File: src/ptsgm_pkg.sv
// Shared widths and constants for the per-TID sequence gap monitor.
`timescale 1ns / 1ps

package ptsgm_pkg;

    localparam int TID_IN_W     = 4;
    localparam int SEQ_W        = 12;
    localparam int WIN_W        = 16;
    localparam int CNT_W        = 16;
    localparam int MISSED_W     = 27;
    localparam int TID_SPACE    = 1 << TID_IN_W;
    localparam int NUM_TIDS_DEF = 16;

    localparam logic [SEQ_W-1:0] SEQ_ONE      = SEQ_W'(1);
    localparam logic [SEQ_W-1:0] SEQ_TWO      = SEQ_W'(2);
    localparam logic [SEQ_W-1:0] HALF_SPACE   = SEQ_W'(2048);
    localparam logic [WIN_W-1:0] WINDOW_RESET = WIN_W'(2000);

endpackage

File: src/per_tid_seq_gap_monitor.sv
// Top level of the per-TID sequence gap monitor: classification, window counters and report.
//
//   channel  | ports                        | direction | carries
//   ---------+------------------------------+-----------+-------------------------------
//   s_       | s_valid / s_ready + fields   | in        | one decoded receive descriptor
//   m_       | m_valid / m_ready + fields   | out       | one window statistics report
//   cfg_     | cfg_we / cfg_wdata           | in        | window length in counted frames
//
// A request is taken into an input register and classified from that register against the
// per-TID table and the counters, so one request is accepted every cycle while the output
// register is empty or being drained. The report waits in an output register.
// The input register moves on whenever the output register is empty or being drained.
// Reset is synchronous and active low; it clears the counters, seen flags and valid bits.
`timescale 1ns / 1ps

module per_tid_seq_gap_monitor
    import ptsgm_pkg::*;
#(
    parameter int NUM_TIDS = NUM_TIDS_DEF
) (
    input  logic                aclk,
    input  logic                aresetn,

    input  logic                cfg_we,
    input  logic [WIN_W-1:0]    cfg_wdata,

    input  logic                s_valid,
    output logic                s_ready,
    input  logic                s_crc_error,
    input  logic                s_icv_error,
    input  logic                s_is_qos,
    input  logic [TID_IN_W-1:0] s_traffic_id,
    input  logic [SEQ_W-1:0]    s_frame_seq,
    input  logic                s_retry_flag,

    output logic                m_valid,
    input  logic                m_ready,
    output logic [CNT_W-1:0]    m_rep_total,
    output logic [CNT_W-1:0]    m_rep_inorder,
    output logic [CNT_W-1:0]    m_rep_retried,
    output logic [CNT_W-1:0]    m_rep_gaps,
    output logic [MISSED_W-1:0] m_rep_missed,
    output logic [CNT_W-1:0]    m_rep_dups
);

    localparam int TID_W = (NUM_TIDS > 1) ? $clog2(NUM_TIDS) : 1;

    // Folding of the incoming TID into the table range, built at elaboration.
    logic [TID_W-1:0] fold_lut [TID_SPACE];

    for (genvar i = 0; i < TID_SPACE; i++) begin : g_fold
        assign fold_lut[i] = TID_W'(i % NUM_TIDS);
    end

    logic                in_valid_reg, in_valid_next;
    logic                in_crc_reg;
    logic                in_icv_reg;
    logic                in_qos_reg;
    logic [TID_IN_W-1:0] in_tid_reg;
    logic [SEQ_W-1:0]    in_seq_reg;
    logic                in_retry_reg;

    logic [WIN_W-1:0]    window_reg;
    logic [NUM_TIDS-1:0] seen_reg, seen_next;
    logic [SEQ_W-1:0]    last_seq_reg [NUM_TIDS];

    logic [CNT_W-1:0]    total_reg, total_next;
    logic [CNT_W-1:0]    inorder_reg, inorder_next;
    logic [CNT_W-1:0]    retried_reg, retried_next;
    logic [CNT_W-1:0]    gaps_reg, gaps_next;
    logic [MISSED_W-1:0] missed_reg, missed_next;
    logic [CNT_W-1:0]    dups_reg, dups_next;

    logic                out_valid_reg, out_valid_next;

    logic                advance;
    logic                counted;
    logic                fire;
    logic                close_window;
    logic [TID_W-1:0]    tid_idx;
    logic                was_seen;
    logic [SEQ_W-1:0]    fwd;
    logic                is_inorder;
    logic                is_gap;
    logic                is_dup;
    logic                write_seq;
    logic [CNT_W-1:0]    total_inc;
    logic [CNT_W-1:0]    inorder_upd;
    logic [CNT_W-1:0]    retried_upd;
    logic [CNT_W-1:0]    gaps_upd;
    logic [MISSED_W-1:0] missed_upd;
    logic [CNT_W-1:0]    dups_upd;

    assign advance = !out_valid_reg || m_ready;
    assign s_ready = !in_valid_reg || advance;

    assign counted = in_valid_reg && !in_crc_reg && !in_icv_reg && in_qos_reg;
    assign fire    = counted && advance;

    assign tid_idx    = fold_lut[in_tid_reg];
    assign was_seen   = seen_reg[tid_idx];
    assign fwd        = in_seq_reg - last_seq_reg[tid_idx];
    assign is_inorder = was_seen && (fwd == SEQ_ONE);
    assign is_gap     = was_seen && (fwd >= SEQ_TWO) && (fwd < HALF_SPACE);
    assign is_dup     = was_seen && !is_inorder && !is_gap;
    assign write_seq  = fire && (!was_seen || is_inorder || is_gap);

    assign total_inc   = total_reg + CNT_W'(1);
    assign inorder_upd = inorder_reg + CNT_W'(is_inorder);
    assign retried_upd = retried_reg + CNT_W'(in_retry_reg);
    assign gaps_upd    = gaps_reg + CNT_W'(is_gap);
    assign dups_upd    = dups_reg + CNT_W'(is_dup);
    assign missed_upd  = is_gap ? missed_reg + MISSED_W'(fwd - SEQ_ONE) : missed_reg;

    assign close_window = total_inc >= window_reg;

    always_comb begin
        in_valid_next = in_valid_reg;
        if (s_ready) begin
            in_valid_next = s_valid;
        end

        total_next   = total_reg;
        inorder_next = inorder_reg;
        retried_next = retried_reg;
        gaps_next    = gaps_reg;
        missed_next  = missed_reg;
        dups_next    = dups_reg;
        seen_next    = seen_reg;
        if (fire) begin
            if (close_window) begin
                total_next   = '0;
                inorder_next = '0;
                retried_next = '0;
                gaps_next    = '0;
                missed_next  = '0;
                dups_next    = '0;
                seen_next    = '0;
            end else begin
                total_next   = total_inc;
                inorder_next = inorder_upd;
                retried_next = retried_upd;
                gaps_next    = gaps_upd;
                missed_next  = missed_upd;
                dups_next    = dups_upd;
                seen_next[tid_idx] = 1'b1;
            end
        end

        out_valid_next = out_valid_reg;
        if (fire && close_window) begin
            out_valid_next = 1'b1;
        end else if (m_ready) begin
            out_valid_next = 1'b0;
        end
    end

    always_ff @(posedge aclk) begin
        if (!aresetn) begin
            in_valid_reg  <= 1'b0;
            out_valid_reg <= 1'b0;
            window_reg    <= WINDOW_RESET;
            seen_reg      <= '0;
            total_reg     <= '0;
            inorder_reg   <= '0;
            retried_reg   <= '0;
            gaps_reg      <= '0;
            missed_reg    <= '0;
            dups_reg      <= '0;
        end else begin
            in_valid_reg  <= in_valid_next;
            out_valid_reg <= out_valid_next;
            if (cfg_we) begin
                window_reg <= cfg_wdata;
            end
            seen_reg      <= seen_next;
            total_reg     <= total_next;
            inorder_reg   <= inorder_next;
            retried_reg   <= retried_next;
            gaps_reg      <= gaps_next;
            missed_reg    <= missed_next;
            dups_reg      <= dups_next;
        end
    end

    always_ff @(posedge aclk) begin
        if (s_ready) begin
            in_crc_reg   <= s_crc_error;
            in_icv_reg   <= s_icv_error;
            in_qos_reg   <= s_is_qos;
            in_tid_reg   <= s_traffic_id;
            in_seq_reg   <= s_frame_seq;
            in_retry_reg <= s_retry_flag;
        end
        if (write_seq) begin
            last_seq_reg[tid_idx] <= in_seq_reg;
        end
        if (fire && close_window) begin
            m_rep_total   <= total_inc;
            m_rep_inorder <= inorder_upd;
            m_rep_retried <= retried_upd;
            m_rep_gaps    <= gaps_upd;
            m_rep_missed  <= missed_upd;
            m_rep_dups    <= dups_upd;
        end
    end

    assign m_valid = out_valid_reg;

    // A closed window leaves all counters and seen flags cleared.
    assert property (@(posedge aclk) disable iff (!aresetn)
        (fire && close_window) |=> (total_reg == '0 && seen_reg == '0 && missed_reg == '0))
        else $error("window state not cleared after report");

    // Every report covers at least one counted frame.
    assert property (@(posedge aclk) disable iff (!aresetn)
        m_valid |-> (m_rep_total != '0))
        else $error("report with empty total");

    // The first frame of each TID in a window is not classified, so the classes stay below total.
    assert property (@(posedge aclk) disable iff (!aresetn)
        m_valid |-> ((18'(m_rep_inorder) + 18'(m_rep_gaps) + 18'(m_rep_dups))
                     < 18'(m_rep_total)))
        else $error("classified frames exceed total");

    // An empty input register always takes a new request.
    assert property (@(posedge aclk) disable iff (!aresetn)
        !in_valid_reg |-> s_ready)
        else $error("input stalled while empty");

    // A counted frame that does not close a window marks its TID as seen.
    assert property (@(posedge aclk) disable iff (!aresetn)
        (fire && !close_window) |=> seen_reg[$past(tid_idx)])
        else $error("seen flag not set");

endmodule
File: config.mk
export PLATFORM = sky130hd
export DESIGN_NAME = per_tid_seq_gap_monitor
export DESIGN_NICKNAME = d
export VERILOG_FILES = /design/src/ptsgm_pkg.sv /design/src/per_tid_seq_gap_monitor.sv
export SDC_FILE = /design/constraint.sdc
export NUM_CORES = 1
export LEC_CHECK = 0
export BUFFER_PORTS_ARGS = -buffer_cell sky130_fd_sc_hd__buf_2
export CAP_MARGIN = 20
export CELL_PAD_IN_SITES_DETAIL_PLACEMENT = 1
export CELL_PAD_IN_SITES_GLOBAL_PLACEMENT = 1
export CORE_ASPECT_RATIO = 1.1
export CORE_MARGIN = 1.5
export CORE_UTILIZATION = 50
export CTS_BUF_LIST = sky130_fd_sc_hd__clkbuf_8 sky130_fd_sc_hd__clkbuf_16
export CTS_CLUSTER_SIZE = 28
export DETAILED_ROUTE_END_ITERATION = 16
export GPL_ROUTABILITY_DRIVEN = 0
export PLACE_DENSITY_LB_ADDON = 0.15
export SLEW_MARGIN = 15
export SYNTH_ARGS = -nofsm -noshare
export SYNTH_HDL_FRONTEND = slang
export SYNTH_SLANG_ARGS = --single-unit
File: constraint.sdc
create_clock -name aclk -period 9.7 [get_ports aclk]
set_input_delay 2.91 -clock aclk [delete_from_list [all_inputs] [get_ports aclk]]
set_output_delay 2.91 -clock aclk [all_outputs]
set_load 0.03 [all_outputs]
; ---- Word level (Yosys, flattened, before mapping)
; Memory sizes are Yosys's and may differ from the RTL's.
; Index checks and enable logic that the tools add are counted.
[word_totals]
regBits = 268
ram_bits = 192
rom_bits = 64
inputBits = 41
output_inout_bits = 109
memories = 2
[mem_list]
columns = memory, words, width, read_ports, rd_ports_with_merged_regs, wr, line_no
row1 = last_seq_reg, 16, 12, 1, 0, 1, per_tid_seq_gap_monitor.sv:65  ; logic [SEQ_W-1:0] last_seq_reg [NUM_TIDS];
row2 = (no name shown), 16, 4, 1, 0, 0, per_tid_seq_gap_monitor.sv:100  ; assign tid_idx = fold_lut[in_tid_reg];
[classes]
addsub = 8
magnitude_cmp = 6
n_eq_ne = 1
mux = 18
bitwise_logic = 2
reduce_logical = 24
[ops]
columns = op, count
row1 = $mux 16, 6
row2 = $add 16x1->16, 4
row3 = $mux 27, 2
row4 = $add 27x27->27, 1
row5 = $add 16x1->16 const B, 1
row6 = $ge 16x16->1, 1
row7 = $or 16x16->16, 1
row8 = $sub 12x1->13 const B, 1
row9 = $eq 12x1->1 const B, 1
row10 = $ge 12x2->1 const B, 1
row11 = $logic_and 1x1->1, 12
row12 = $lt 12x12->1 const B, 1
row13 = $sub 12x12->12, 1
row14 = $mux 4, 2
row15 = $logic_not 1->1, 7
row16 = $mux 1, 6
row17 = $ge 5x5->1 const B, 1
row18 = $lt 4x5->1 const B, 1
row19 = $not 4->5, 1
row20 = $bmux 1 s4, 1
row21 = $demux 1 s4, 1
row22 = $ge 4x1->1 const B, 1
row23 = $logic_or 1x1->1, 4
row24 = $reduce_bool 2->1, 1

; ---- Depth between registers and ports, before layout
; Gate-level depths: netlist of the first run.
; An unclocked memory read counts as a cell.
[depth]
ltp_word = 13
depth_mapped = 27

; ---- Least setup slack after synthesis of the first run
; OpenSTA, ideal clock, no wires.
[synth_path]
path_type = input port to flip-flop
start = input m_ready
end = register m_rep_dups[0] (enable)
setup_time_ns = 0.576
t_arrival_ns = 8.239
required_time_ns = 9.124
slack_ns = 0.885
path_stages = 5
n_path_buf = 2
path_cell_list = nor2b_1 -> or4_1 -> clkbuf_1 -> clkbuf_1 -> nor2_1
[synth_via]
elab_chain_len = 3
[synth_rtl]
columns = element, line_no
row1 = "start, declared", per_tid_seq_gap_monitor.sv:37  ; input logic m_ready,
row2 = $logic_or 1x1->1, per_tid_seq_gap_monitor.sv:94  ; assign advance = !out_valid_reg || m_ready;
row3 = $logic_and 1x1->1, per_tid_seq_gap_monitor.sv:98  ; assign fire = counted && advance;
row4 = $logic_and 1x1->1, per_tid_seq_gap_monitor.sv:198  ; if (fire && close_window) begin
row5 = "end signal, assigned", per_tid_seq_gap_monitor.sv:204  ; m_rep_dups <= dups_upd;
row6 = "end, declared", per_tid_seq_gap_monitor.sv:43  ; output logic [CNT_W-1:0] m_rep_dups
; Every way passes these cells.
; A chain may end at the register's enable or synchronous reset.

; ---- Worst setup path after layout of the first run
[layout_path]
start = register in_tid_reg[0]
end = register missed_reg[26]
[layout_via]
elab_chain_len = 11
elab_cells_between_ends = 16
cone_classes = add/sub (3) / order compare (2) / mux (6) / bitwise (1) / reduce/logical (2) / memory (2)
[layout_rtl]
columns = element, line_no
row1 = "start, declared", per_tid_seq_gap_monitor.sv:59  ; logic [TID_IN_W-1:0] in_tid_reg;
row2 = "start signal, assigned", per_tid_seq_gap_monitor.sv:191  ; in_tid_reg <= s_traffic_id;
row3 = $not 4->5 (not written as such) *, per_tid_seq_gap_monitor.sv:100
row4 = $mem_v2 16x4 *, -
row5 = $mux 4 (not written as such) * (2 in a row), per_tid_seq_gap_monitor.sv:100
row6 = "parallel branches: the longest is 5 deep, another holds $add 27x27->27", -
row7 = $mux 27 *, per_tid_seq_gap_monitor.sv:113  ; assign missed_upd = is_gap ? missed_reg + MISSED_W'(fwd - SEQ_ONE) : missed_reg;
row8 = $mux 27 *, per_tid_seq_gap_monitor.sv:131  ; if (close_window) begin
row9 = "end signal, assigned", per_tid_seq_gap_monitor.sv:181  ; missed_reg <= missed_next;
row10 = "end, declared", per_tid_seq_gap_monitor.sv:71  ; logic [MISSED_W-1:0] missed_reg, missed_next;
; Every way passes the cells marked *. The select of a mux whose other input is x is not followed.

==> results of run 1 <==
-- cells by family (layout without fill, tap and decap cells) --
group,Yosys count,count (layout),synth area share [%]
XOR/XNOR,114,114,4.85
flip-flops,460,460,60.3
AO/OA/AOI/OAI,317,317,9.34
AND/OR/NAND/NOR,406,406,10.4
multiplexers,98,98,8.80
adder cells (fa/ha/maj),68,68,4.21
buffers and inverters,112,291,2.16
-- routing by layer --
| metal | vias up | GRT usage [%] |
|---|---|---|
| li1 | 6228 | - |
| met1 | 6797 | 32.7 |
| met2 | 361 | 40.6 |
| met3 | 85 | 3.44 |
| met4 | 0 | 9.00 |
| met5 | - | 0 |
-- area by class of cell --
class | count | area, um2 | area share, %
Sequential cell | 460 | 12400 | 52.9
Multi-Input combinational cell | 1003 | 7820 | 33.3
Clock buffer | 50 | 1220 | 5.19
Timing Repair Buffer | 163 | 883 | 3.77
Tap cell | 513 | 642 | 2.74
Clock inverter | 36 | 330 | 1.41
Inverter | 42 | 161 | 0.688
-- worst max path at each step --
stage / end / cells after the start / slack [ps]
6_report: missed_reg[26] / 22 / 2550
3_5_place_dp: missed_reg[26] / 21 / 2300
3_3_place_gp: missed_reg[26] / 21 / 2510
5_1_grt: missed_reg[26] / 23 / 2130
2_1_floorplan: m_rep_dups[0] / 5 / 880
4_1_cts: missed_reg[26] / 21 / 2290
-- tightest hold or removal path: stages, from the launching register on --
cell,delay (ps)
dfxtp_1,320
nand2_1,50
a21oi_1,50
-- synth_stat cells, drive strengths merged, types with 7 or more instances --
cell | n | share of area (%)
nand2 | 112 | 2.0
mux4 | 64 | 7.0
a31oi | 7 | 0.21
or3 | 9 | 0.32
a32o | 19 | 0.92
o211ai | 10 | 0.39
nor2 | 67 | 1.2
mux2 | 23 | 1.3
edfxtp | 319 | 47
a21oi | 144 | 3.5
nor3 | 12 | 0.32
ha | 66 | 4.0
inv | 42 | 0.78
nand2b | 8 | 0.24
xnor2 | 42 | 1.8
o21ai | 79 | 2.0
nand3 | 52 | 1.3
nand3b | 53 | 1.9
buf | 17 | 0.41
dfxtp | 141 | 14
mux2i | 11 | 0.54
and3 | 60 | 1.8
xor2 | 72 | 3.1
clkbuf | 53 | 0.97
a21o | 25 | 0.91
-- stage by stage --
step	worst slack, ps	hold slack (ps)	std cells	util (%)	power [W]
4_1_cts	2290	466	2266	58.0	0.00425
6_report	2550	464	2267	58.1	0.00421
3_5_place_dp	2300	455	2180	54.2	0.00243
2_1_floorplan	885	431	1575	-	0.00235
5_1_grt	2130	490	2267	58.1	0.00434
3_3_place_gp	2510	443	2180	54.2	0.00242
-- power groups by stage --
stage               registers [W]  logic [W]  clock network, W
floorplan                 0.00215   0.000203                 0
global placement          0.00216   0.000267                 0
detailed placement        0.00216   0.000275                 0
CTS                       0.00212   0.000278           0.00186
global route              0.00212   0.000305           0.00192
finish                    0.00212   0.000278           0.00182
-- cells in the final DEF (no fill, tap or decap), drive strengths merged, types with 23 or more instances in the layout --
master and count:
xor2 72, clkbuf 50, xnor2 42, a21o 25, ha 66, and3 60, edfxtp 319, inv 54
nand2 112, a21oi 144, buf 163, dfxtp 141, mux4 64, nor2 67, mux2 23, nand3 52
nand3b 53, o21ai 79
==> flow_metrics.py, run 1 <==
metrics = {
    "clock_network": {
        "numCtsBuffers": 47,
        "cts-root-buf": "clkbuf_16",
        "cts_tree": "done",
        "clk_pin_slew_worst_paths_ps": 70,
        "clkLatencyLatePin_ps": 610,
        "post_cts_resized": 0,
        "cts_max_level": 2,
        "hold_buffers": 0,
        "cts_sinks": 460,
        "clock_path_buffers": 3,
        "cts_setup_buffers": 0,
    },
    "worst_setup_path": {
        "cp_max_fo": 37,
        "cp_common_cell": "a21oi_1",
        "crit_path_max_incr_delay_ps": 610,
        "slowest_stage": "or4b_1",
        "r2r-end": "missed_reg[26]",
        "reg2reg_slack_ps": 2550,
        "path_cells": "buf_4 > buf_16 > mux4_2 > mux4_2 > inv_1 > ha_1 > o211ai_1 > a21oi_1 > or3_4 > a211oi_4 > nand3_2 > or4b_1 > and2b_1 > ha_1 > a21oi_1 > o21ai_0 > a21oi_1 > o2111ai_1 > a41o_1 > xor2_1 > or4_1 > a31oi_1",
        "r2r_start": "in_tid_reg[0]",
        "cp.required_ps": 10220,
        "path_delay_family": "simple AND/OR/NAND/NOR gates",
        "start_kind": "flip-flop",
        "startpoint": "in_tid_reg[0]",
        "worst_setup_path_end_kind": "flip-flop",
        "path_buf_inv": 3,
        "worstRegToRegCells": 22,
        "arrival_ps": 7670,
        "critical_path_class": "flip-flop to flip-flop",
    },
    "timing": {
        "tightest_slew_ps": 1150,
        "finClkSkew_ps": 37.3,
        "slew_headroom_pct": 23.0,
        "max_freq_mhz": 140,
        "finalHoldViolations": 0,
        "final_max_slew_viol_count": 0,
        "fin_tns_setup_ps": 0,
        "min_period_ps": 7150,
        "setup_viol": 0,
        "final.period_utilization_pct": 73.7,
        "rsz0062_at_grt": "false",
    },
    "grt": {
        "antenna_found_initial": 0,
        "track_usage_pct": 24.4,
        "overflow": 0,
        "grt_pass1_vias": 14000,
        "grt_pass1_wl_um": 79800,
        "grt_max_degree": 82,
    },
    "detailed_routing": {
        "drt-met1-wl_um": 22100,
        "vias": 13500,
        "dr_wl_met3_um": 2510,
        "ant_nets": 0,
        "wl_um": 51300,
        "post-route-drc-count": 0,
        "firstDrtPassIters": 5,
        "route.detailed.wl_per_inst_um": 22.6,
        "vias_per_cell": 5.94,
        "routed.top_layer": "met4",
        "dr_wl_met2_um": 25200,
        "drt-initial-drc-count": 808,
    },
    "run_status": {
        "status": "finished, final reports clean",
    },
    "power_and_ir_drop": {
        "p_seq_share_pct": 50.2,
        "leakage_nw": 9.12,
        "comb_power_share_pct": 6.6,
        "p_sw_share_pct": 22.8,
        "p_switching_w": 0.000961,
        "p_per_area_mw_per_mm2": 180,
        "ir_drop_mv": 0.216,
        "clkPwrFrac_pct": 43.2,
        "internal_power_w": 0.00325,
    },
    "place": {
        "hpwlAfterDp_um": 32200,
        "portBuffers": 149,
        "placed_area_mm2": 0.0219,
    },
    "die": {
        "fp.dieW_um": 196,
        "fp.dieArea_mm2": 0.0424,
        "rows": 77,
        "core_area_mm2": 0.0404,
        "die_h_um": 216,
        "start_util_pct": 51.0,
        "ios": 150,
    },
    "job": {
        "drv_cap": 0,
    },
    "synthesis": {
        "ys.flop_type": "edfxtp_1",
        "synth_cells": 1575,
        "synth_warnings": 0,
        "async_reset_ff_share_pct": 0,
        "synth_edf_count": 319,
        "avgSynthCellArea_um2": 13.1,
        "ys_types": 73,
        "syn_nets": 1684,
        "synth-seq-cells": 460,
        "netlist_area_mm2": 0.0206,
        "synth-seq-area-share_pct": 60.3,
    },
    "worst_hold_path": {
        "hold_path_class": "flip-flop to flip-flop",
        "hold_start": "inorder_reg[0]",
        "hold_depth": 2,
        "holdPathEnd": "inorder_reg[0]",
    },
    "layout": {
        "drive_above_1_share_pct": 20.3,
        "n_antenna_cell": 0,
        "layout.nets": 1826,
        "area_growth_pct": 14.0,
        "fillCellCount": 4010,
        "largest_reg_flops": 192,
        "finalInstanceArea_mm2": 0.0235,
    },
}
No activity file was read; power rests on OpenSTA's default activity.
==> inputs of run 2 (changes only) <==
Settings changed: ABC_AREA from default to 1, CORE_UTILIZATION 50 to 48.
Clock period 9.7 ns to 7 ns, I/O delays scaled along.
==> flow_metrics.py, run 2 <==
metrics = {
    "worst_hold_path": {
        "hold_start": "seen_reg[14]",
        "hold_depth": 2,
        "hold_path_class": "flip-flop to flip-flop",
        "holdPathEnd": "seen_reg[14]",
    },
    "timing": {
        "tightest_slew_ps": 1090,
        "setup_viol": 0,
        "max_freq_mhz": 155,
        "slew_headroom_pct": 27.2,
        "rsz0062_at_grt": "false",
        "finalHoldViolations": 0,
        "fin_hold_ws_ps": 449,
        "fin_tns_setup_ps": 0,
        "final_max_slew_viol_count": 0,
        "min_period_ps": 6440,
        "finClkSkew_ps": 14.4,
        "final.period_utilization_pct": 91.9,
    },
    "worst_setup_path": {
        "slowest_stage": "nor4_1",
        "cp_max_fo": 24,
        "r2r-end": "missed_reg[21]",
        "cp.required_ps": 7500,
        "critical_path_class": "flip-flop to flip-flop",
        "reg2reg_slack_ps": 560,
        "arrival_ps": 6930,
        "start_kind": "flip-flop",
        "worst_setup_path_end_kind": "flip-flop",
        "r2r_start": "in_tid_reg[0]",
        "worstRegToRegCells": 30,
        "crit_path_max_incr_delay_ps": 520,
    },
    "die": {
        "core_area_mm2": 0.0413,
        "fp.dieW_um": 198,
        "start_util_pct": 48.8,
        "ios": 150,
        "die_h_um": 218,
        "rows": 78,
        "fp.dieArea_mm2": 0.0432,
    },
    "grt": {
        "antenna_found_initial": 2,
        "use_met1_pct": 31.6,
        "grt_pass1_vias": 15300,
        "grt_max_degree": 91,
        "grt_pass1_wl_um": 84300,
        "track_usage_pct": 25.4,
        "met2_usage_pct": 43.7,
        "overflow": 0,
        "met3_usage_pct": 5.09,
        "busiest_layer": "met2",
    },
    "job": {
        "drv_cap": 0,
    },
    "synthesis": {
        "ys.flop_type": "edfxtp_1",
        "synth_top_area_cell": "edfxtp_1",
        "synth_warnings": 0,
        "synth_cells": 1857,
        "syn_nets": 1966,
        "synthMostInstantiatedCell": "edfxtp_1",
        "avgSynthCellArea_um2": 10.8,
        "synth-seq-area-share_pct": 61.6,
        "synth_top_area_share_pct": 47.6,
        "synth_common_cells": "319 x edfxtp_1, 290 x nand2_1, 170 x a22oi_1",
        "synth_edf_count": 319,
        "async_reset_ff_share_pct": 0,
        "netlist_area_mm2": 0.0201,
        "yosys-top-cells-area": "edfxtp_1 48%, dfxtp_1 14%, a22oi_1 6.3%",
        "ys_types": 43,
        "synth-seq-cells": 460,
    },
    "layout": {
        "drive_above_1_share_pct": 13.9,
        "instances_no_fill": 2610,
        "largest_reg_flops": 192,
        "area_growth_pct": 14.5,
        "fin_util_pct": 55.8,
        "n_antenna_cell": 0,
        "layout.nets": 2121,
        "final_common_cell": "edfxtp_1",
        "fillCellCount": 4458,
        "final_cell_mix": "319 x edfxtp_1, 289 x nand2_1, 170 x a22oi_1, 168 x inv_1, 165 x nor2_1",
    },
    "detailed_routing": {
        "vias": 14500,
        "route.detailed.wl_per_inst_um": 20.8,
        "vias_per_cell": 5.57,
        "firstDrtPassIters": 5,
        "ant_nets": 0,
        "wl_um": 54300,
        "post-route-drc-count": 0,
        "drt-initial-drc-count": 910,
    },
    "clock_network": {
        "cts-root-buf": "clkbuf_16",
        "cts_tree": "done",
        "numCtsBuffers": 47,
        "hold_buffers": 0,
        "clock_path_buffers": 3,
        "cts_max_level": 2,
        "cts_sinks": 460,
        "clk_pin_slew_worst_paths_ps": 60,
        "clkLatencyLatePin_ps": 580,
    },
    "power_and_ir_drop": {
        "leakage_nw": 9.21,
        "p_seq_share_pct": 50.6,
        "p_per_area_mw_per_mm2": 252,
        "ir_drop_mv": 0.202,
        "p_sw_share_pct": 23.9,
        "comb_power_share_pct": 8.2,
        "internal_power_w": 0.00442,
        "report.power.total_w": 0.00581,
        "p_switching_w": 0.00139,
        "clkPwrFrac_pct": 41.2,
    },
    "place": {
        "hpwlAfterDp_um": 36000,
        "portBuffers": 149,
        "dp.cells": 2517,
    },
    "run_status": {
        "status": "finished, final reports clean",
    },
}
run 2: cell types whose count changed in the layout (fill, tap and decap cells not counted), moves of 13 or more:
cell      delta
mux2_2      -23
mux4_2      -64
o21ai_0     -33
nand3b_1    -50
nor2_2      -13
nand2_1    +177
a21o_1      -23
o21ai_2     +18
a22oi_1    +169
a32o_1      -19
inv_1      +117
nor2_1     +116
nand3_1     +31
and3_1      -58
run 2: worst max-delay path: cells and delay by family, from the launching register on:
family / cells / cell delay (ps)
compound gates: 9 / 1640
simple gates: 13 / 2160
buf+inv: 4 / 770
xor+xnor: 2 / 570
flops: 1 / 430
fa+ha+maj: 2 / 760
run 2: layout make-up:
type                    instances  area [um2]  area share [%]
clock buffers                  55        1300            5.63
flip-flops and latches        460       12400            53.8
inverters                     153         583            2.53
well taps                     560         701            3.04
multi-input cells            1172        6870            29.8
repair buffers                178        1030            4.45
clock inverters                32         175           0.760
run 2: repair_timing:
action,CTS,global route
pin swaps,0,1
setup endpoints to repair,3,8
gates cloned,0,0
resized for setup,1,2
setup buffers,0,6
run 2: cell families (layout without fill, tap and decap cells):
family          Yosys count  after routing  synth area share [%]
buf+inv                 225            418                  4.45
fa+ha+maj                68             68                  4.30
flops                   460            460                  61.6
xor+xnor                100            100                  4.35
simple gates            600            600                  12.5
compound gates          404            404                  12.8
run 2: power groups by stage:
| stage | Clock [W] | Sequential [W] | Combinational [W] |
|---|---|---|---|
| 2_1_floorplan | 0 | 0.00298 | 0.000342 |
| 3_3_place_gp | 0 | 0.00299 | 0.000457 |
| 3_5_place_dp | 0 | 0.00300 | 0.000469 |
| 4_1_cts | 0.00245 | 0.00294 | 0.000474 |
| 5_1_grt | 0.00253 | 0.00294 | 0.000529 |
| 6_report | 0.00240 | 0.00294 | 0.000476 |
run 2: metrics by stage:
stage | setup slack, ps | instance area (um2)
after floorplan | 1730 | 20100
after global placement | 297 | 21500
after detailed placement | 19.2 | 21500
after CTS | 352 | 23000
after global routing | 24.3 | 23100
final | 565 | 23100
run 2: worst max-delay path by stage:
stage / startpoint / to / cells after the start
3_3_place_gp: in_tid_reg[1] / missed_reg[18] / 28
3_5_place_dp: in_tid_reg[1] / missed_reg[18] / 30
2_1_floorplan: in_tid_reg[0] / dups_reg[14] / 34
4_1_cts: in_tid_reg[1] / missed_reg[18] / 30
5_1_grt: in_tid_reg[0] / missed_reg[18] / 29
6_report: in_tid_reg[0] / missed_reg[21] / 30
run 2: routing by layer:
layer  routed length (um)  vias up
met3                 3040      108
met4                 1790        4
li1                     -     6867
met1                22500     7205
met5                   27        -
met2                26900      355
